===== src/hw/rtl/bcsg_pkg.sv =====
`timescale 1ns / 1ps

package bcsg_pkg;

    localparam int GRID_MAX  = 32;
    localparam int AXIS_W    = $clog2(GRID_MAX);
    localparam int ADDR_W    = 3 * AXIS_W;
    localparam int SIZE_W    = 6;
    localparam int CELL_W    = 40;
    localparam int CHARGE_W  = 24;
    localparam int WEIGHT_W  = 16;
    localparam int FRAC_W    = 16;
    localparam int ORDER     = 4;
    localparam int OFF_W     = 2;
    localparam int IDX_W     = 3 * OFF_W;
    localparam int THETA_W   = ORDER * WEIGHT_W;
    localparam int CFG_IDX_W = 2;
    localparam int CNT_W     = ADDR_W;

    // pipeline stages behind the issue cycle
    localparam int PIPE_DRAIN = 3;

    localparam logic [SIZE_W-1:0] SIZE_RESET = SIZE_W'(GRID_MAX);

    localparam logic [CFG_IDX_W-1:0] CFG_GRID_X = 2'd0;
    localparam logic [CFG_IDX_W-1:0] CFG_GRID_Y = 2'd1;
    localparam logic [CFG_IDX_W-1:0] CFG_GRID_Z = 2'd2;

    localparam logic FUNC_SPREAD = 1'b0;
    localparam logic FUNC_READ   = 1'b1;

    typedef struct packed {
        logic              load;
        logic              issue;
        logic [IDX_W-1:0]  idx;
        logic              clear_we;
        logic [ADDR_W-1:0] clear_addr;
    } bcsg_cmd_t;

endpackage


===== src/hw/rtl/bcsg_ctrl.sv =====
`timescale 1ns / 1ps

module bcsg_ctrl
(
    input  logic                clk,
    input  logic                rst_n,
    input  logic                start,
    input  logic                func,
    input  logic                charge_zero,
    output logic                busy,
    output bcsg_pkg::bcsg_cmd_t cmd
);
    import bcsg_pkg::*;

    localparam logic [2:0] ST_CLEAR  = 3'd0;
    localparam logic [2:0] ST_IDLE   = 3'd1;
    localparam logic [2:0] ST_SPREAD = 3'd2;
    localparam logic [2:0] ST_READ   = 3'd3;
    localparam logic [2:0] ST_DRAIN  = 3'd4;

    localparam logic [IDX_W-1:0] IDX_LAST = '1;

    logic [2:0]       state_reg, state_next;
    logic [CNT_W-1:0] cnt_reg, cnt_next;

    always_ff @(posedge clk or negedge rst_n)
    begin
        if (!rst_n)
        begin
            state_reg <= ST_CLEAR;
            cnt_reg   <= '0;
        end
        else
        begin
            state_reg <= state_next;
            cnt_reg   <= cnt_next;
        end
    end

    always_comb
    begin
        state_next = state_reg;
        cnt_next   = cnt_reg;
        cmd        = '0;
        case (state_reg)
            ST_CLEAR:
            begin
                cmd.clear_we   = 1'b1;
                cmd.clear_addr = cnt_reg[ADDR_W-1:0];
                if (cnt_reg == '1)
                begin
                    state_next = ST_IDLE;
                    cnt_next   = '0;
                end
                else
                begin
                    cnt_next = cnt_reg + 1'b1;
                end
            end
            ST_IDLE:
            begin
                if (start)
                begin
                    cmd.load = 1'b1;
                    cnt_next = '0;
                    if (func == FUNC_READ)
                        state_next = ST_READ;
                    else if (!charge_zero)
                        state_next = ST_SPREAD;
                end
            end
            ST_SPREAD:
            begin
                cmd.issue = 1'b1;
                cmd.idx   = cnt_reg[IDX_W-1:0];
                if (cnt_reg[IDX_W-1:0] == IDX_LAST)
                begin
                    state_next = ST_DRAIN;
                    cnt_next   = '0;
                end
                else
                begin
                    cnt_next = cnt_reg + 1'b1;
                end
            end
            ST_READ:
            begin
                cmd.issue  = 1'b1;
                state_next = ST_DRAIN;
                cnt_next   = '0;
            end
            ST_DRAIN:
            begin
                if (cnt_reg == CNT_W'(PIPE_DRAIN - 1))
                begin
                    state_next = ST_IDLE;
                    cnt_next   = '0;
                end
                else
                begin
                    cnt_next = cnt_reg + 1'b1;
                end
            end
            default:
            begin
                state_next = ST_CLEAR;
                cnt_next   = '0;
            end
        endcase
    end

    assign busy = (state_reg != ST_IDLE);

endmodule


===== config.mk =====
export PLATFORM = sky130hd
export DESIGN_NAME = bcsg_ctrl
export DESIGN_NICKNAME = d
export VERILOG_FILES = /design/src/hw/rtl/bcsg_pkg.sv /design/src/hw/rtl/bcsg_ctrl.sv
export SDC_FILE = /design/constraint.sdc
export NUM_CORES = 1
export LEC_CHECK = 0
export ABC_AREA = 1
export BUFFER_PORTS_ARGS = -buffer_cell sky130_fd_sc_hd__buf_4
export CAP_MARGIN = 20
export CORE_MARGIN = 5
export CORE_UTILIZATION = 57
export CTS_BUF_LIST = sky130_fd_sc_hd__clkbuf_8
export DETAILED_ROUTE_END_ITERATION = 8
export GPL_ROUTABILITY_DRIVEN = 0
export HOLD_SLACK_MARGIN = 0.12
export PLACE_DENSITY = 0.82
export SYNTH_ARGS = -nofsm -noshare
export SYNTH_HDL_FRONTEND = slang
export SYNTH_SLANG_ARGS = --single-unit

===== constraint.sdc =====
create_clock -name clk -period 1.8 [get_ports clk]
set_clock_uncertainty 0.1 [all_clocks]
set_input_delay 0.18 -clock clk [delete_from_list [all_inputs] [get_ports clk]]
set_output_delay 0.18 -clock clk [all_outputs]
set_load 0.02 [all_outputs]

==> results by group <==
Run status
  • Outcome: complete, but fails checks
  • Violated checks: setup timing

Place
  • Dpl hpwl: 2899 um
  • DP Area: approximately 1800 um2
  • IO buf count: 29
  • Pre-CTS WS: 0.03880 ns

Power
  • Internal power: between 0.5 and 0.6 mW
  • Clock power share: approximately two fifths
  • Switching share of power: 22.85%
  • Power Density: ~380 nW/um2
  • Register share of total power: a little under three fifths
  • Psw: 0.1660 mW
  • Overall Power: slightly above 0.7 mW
  • Pleak: around 0.97 nW
  • Comb pwr share: between 2 and 3%
  • Worst VDD drop: around 0.43 mV

Finish
  • Area of the multi-input gates: roughly 910 um2
  • Max FFs per register: 15
  • Share of cells above drive strength 1: 32.83%
  • Most frequent cells in the layout: nand2_1 (46), nor2_1 (42), buf_4 (41)
  • Fillcell total: 192
  • Commonest non-fill, non-tap cell in the layout: nand2_1
  • N_diodes: 0
  • Total area of sequential cells: about 450 um2
  • Fin util: just under 80%
  • Synth-to-Final Area Change: 30.24%
  • Final net count: ~270
  • Post-route cell area: just under 2000 um2

Timing
  • F_max: roughly 0.55 GHz
  • Fin. max-slew vios: 0
  • Hold Fails Final Rpt: 0
  • Period minus WS final: 1.826 ns
  • Final setup violation count: 12
  • Setup slack after layout: -0.02565 ns
  • Tcrit/Tclk final: 101.4%
  • Setup Total Neg Slack: -0.1222 ns
  • Slew margin rel.: 72.06%
  • Measured slew at the worst slew-check pin: 0.4159 ns
  • RSZ-0062 raised after global routing: true

Worst setup path
  • Largest fanout on the critical path: 8
  • Kind of critical path: flip-flop to flip-flop
  • CP Launch Type: flip-flop
  • Worst EP required: 1.85 ns
  • Data arrival time of the worst path: about 1.9 ns
  • Critical Path End Type: flip-flop

Job
  • Max Cap Violations: 0

Global routing
  • Grt ovf: 0
  • First-pass GRT wire length: 6285 um
  • Initial antenna violation count: 0
  • Vias in the first global route: approximately 1400
  • Aggregate global-route resource usage: a little under a quarter
  • Largest net degree at the start of global routing: 19

Detailed routing
  • Via Count: around 1600
  • Routed Antenna Nets: 0
  • Final Routed Wirelength: 4182 um
  • DRT Pass-1 Iters: 4
  • DR WL/cell: around 14 um
  • Vias/cell: about 5.4
  • Iter 0 DRT Violations: 119
  • Drc violations: 0

Floorplanning
  • Chip height: between 60 and 70 um
  • Rows: 18
  • Area of the die: between 3000 and 4000 um2
  • Die width: ~61 um
  • Core ar.: about 2500 um2
  • Initial Util: 59.80%
  • Top-Level Pins: 30

Synthesis
  • Primary FF master, synth: dfrtp_1
  • Syn Area/Cell: approximately 6.7 um2
  • Synthesized area: roughly 1500 um2
  • Post-synth EDFFs: 0
  • Sequential share of the synthesized area: a little over 30%
  • Post-Syn Instances: roughly 220
  • Register bit total from synthesis: 18
  • Async SR Flop Fraction: 100.0%
  • Net count after synthesis: about 230
  • Library cells used by synthesis: 24
  • Syn. warnings: 0

CTS
  • Num CTS Buffers: 3
  • Num Clock Sinks: 18
  • CTS tree: done
  • Clk_lat worst skew: about 0.26 ns
  • Clk pin slew, worst setup/hold paths: 0.08 ns
  • H-tree levels: 1
  • CTS Buffer Depth: 2
  • Clock root cell: clkbuf_8

Hold path
  • HP Class: input pin to flip-flop
==> synth_stat cells, types with 3 or more instances <==
cell type	count	area share, %
nor2_1	45	11
nand2_2	5	2.1
xor2_1	8	4.7
dfrtp_1	18	30
o21ai_0	5	1.7
nand3_1	16	5.4
nand4_1	7	3.0
nand2_1	47	12
a21oi_1	3	1.0
inv_2	5	1.3
nor2_2	12	5.1
inv_1	31	7.9
==> worst paths after layout <==
kind	start	endpoint	slack, ns	cells past startpoint
min in group asynchronous	rst_n	cnt_reg[8]	0.23	2
max reg2reg	cnt_reg[0]	cnt_reg[6]	-0.03	9
max in group asynchronous	rst_n	cnt_reg[4]	1.15	2
min reg2reg	cnt_reg[11]	cnt_reg[11]	0.47	2
max	cnt_reg[0]	cnt_reg[6]	-0.03	9
min	charge_zero	state_reg[0]	0.14	3
==> metrics by stage <==
| step | instances | hold slack (ns) |
|---|---|---|
| after CTS | 288 | 0.1287 |
| after detailed placement | 282 | -0.02878 |
| after global placement | 282 | -0.03222 |
| after global routing | 295 | 0.1669 |
| final | 295 | 0.1423 |
| after floorplan | 221 | -0.2156 |
==> repair_timing <==
item,CTS,global route
hold endpoints to repair,18,0
setup buffers,2,7
endpoints found under the setup margin,21,33
pin swaps,0,3
hold buffers,1,0
gates resized for setup,3,11
==> power groups by stage <==
stage	clock (mW)	sequential, mW	combinational (mW)
after floorplan	0	0.412	0.00116
after global placement	0	0.412	0.0184
after detailed placement	0	0.412	0.0189
after CTS	0.297	0.404	0.0205
after global routing	0.308	0.404	0.0227
final	0.303	0.404	0.0200
==> area by class of cell <==
| cell class | count | area share (%) |
|---|---|---|
| multi-input cells | 164 | 47.28 |
| flip-flops and latches | 18 | 23.35 |
| repair buffers | 44 | 18.09 |
| inverters | 36 | 7.198 |
| clock buffers | 3 | 2.140 |
| well taps | 30 | 1.946 |
==> logic make-up (layout without fill, tap and decap cells) <==
kind of cell / after synthesis / after routing / share of synthesized area [%]
AND/OR/NAND/NOR: 143 / 143 / 48.14
buffers and inverters: 39 / 83 / 10.56
flip-flops: 18 / 18 / 30.41
AO/OA/AOI/OAI: 11 / 11 / 4.475
XOR/XNOR: 8 / 8 / 4.730
adder cells (fa/ha/maj): 2 / 2 / 1.689
==> critical path: stages, from the launching register on <==
cell and delay, ns:
dfrtp_1 0.44, inv_2 0.08, ha_1 0.16, nand2_1 0.06, nor2_1 0.17, nand2_1 0.15, nand2_2 0.13, nand3_4 0.13
nor2_8 0.24, nor2_2 0.06
==> layer usage <==
metal  global-route usage, %  part of all wire, %  up-vias
li1                        -                    -      772
met1                   29.69                   43      732
met2                   38.47                   48       81
met3                   4.468                  7.9       10
met4                   4.954                  1.4        0
met5                       0                    0        -
Power figures use the tool's default switching activity.
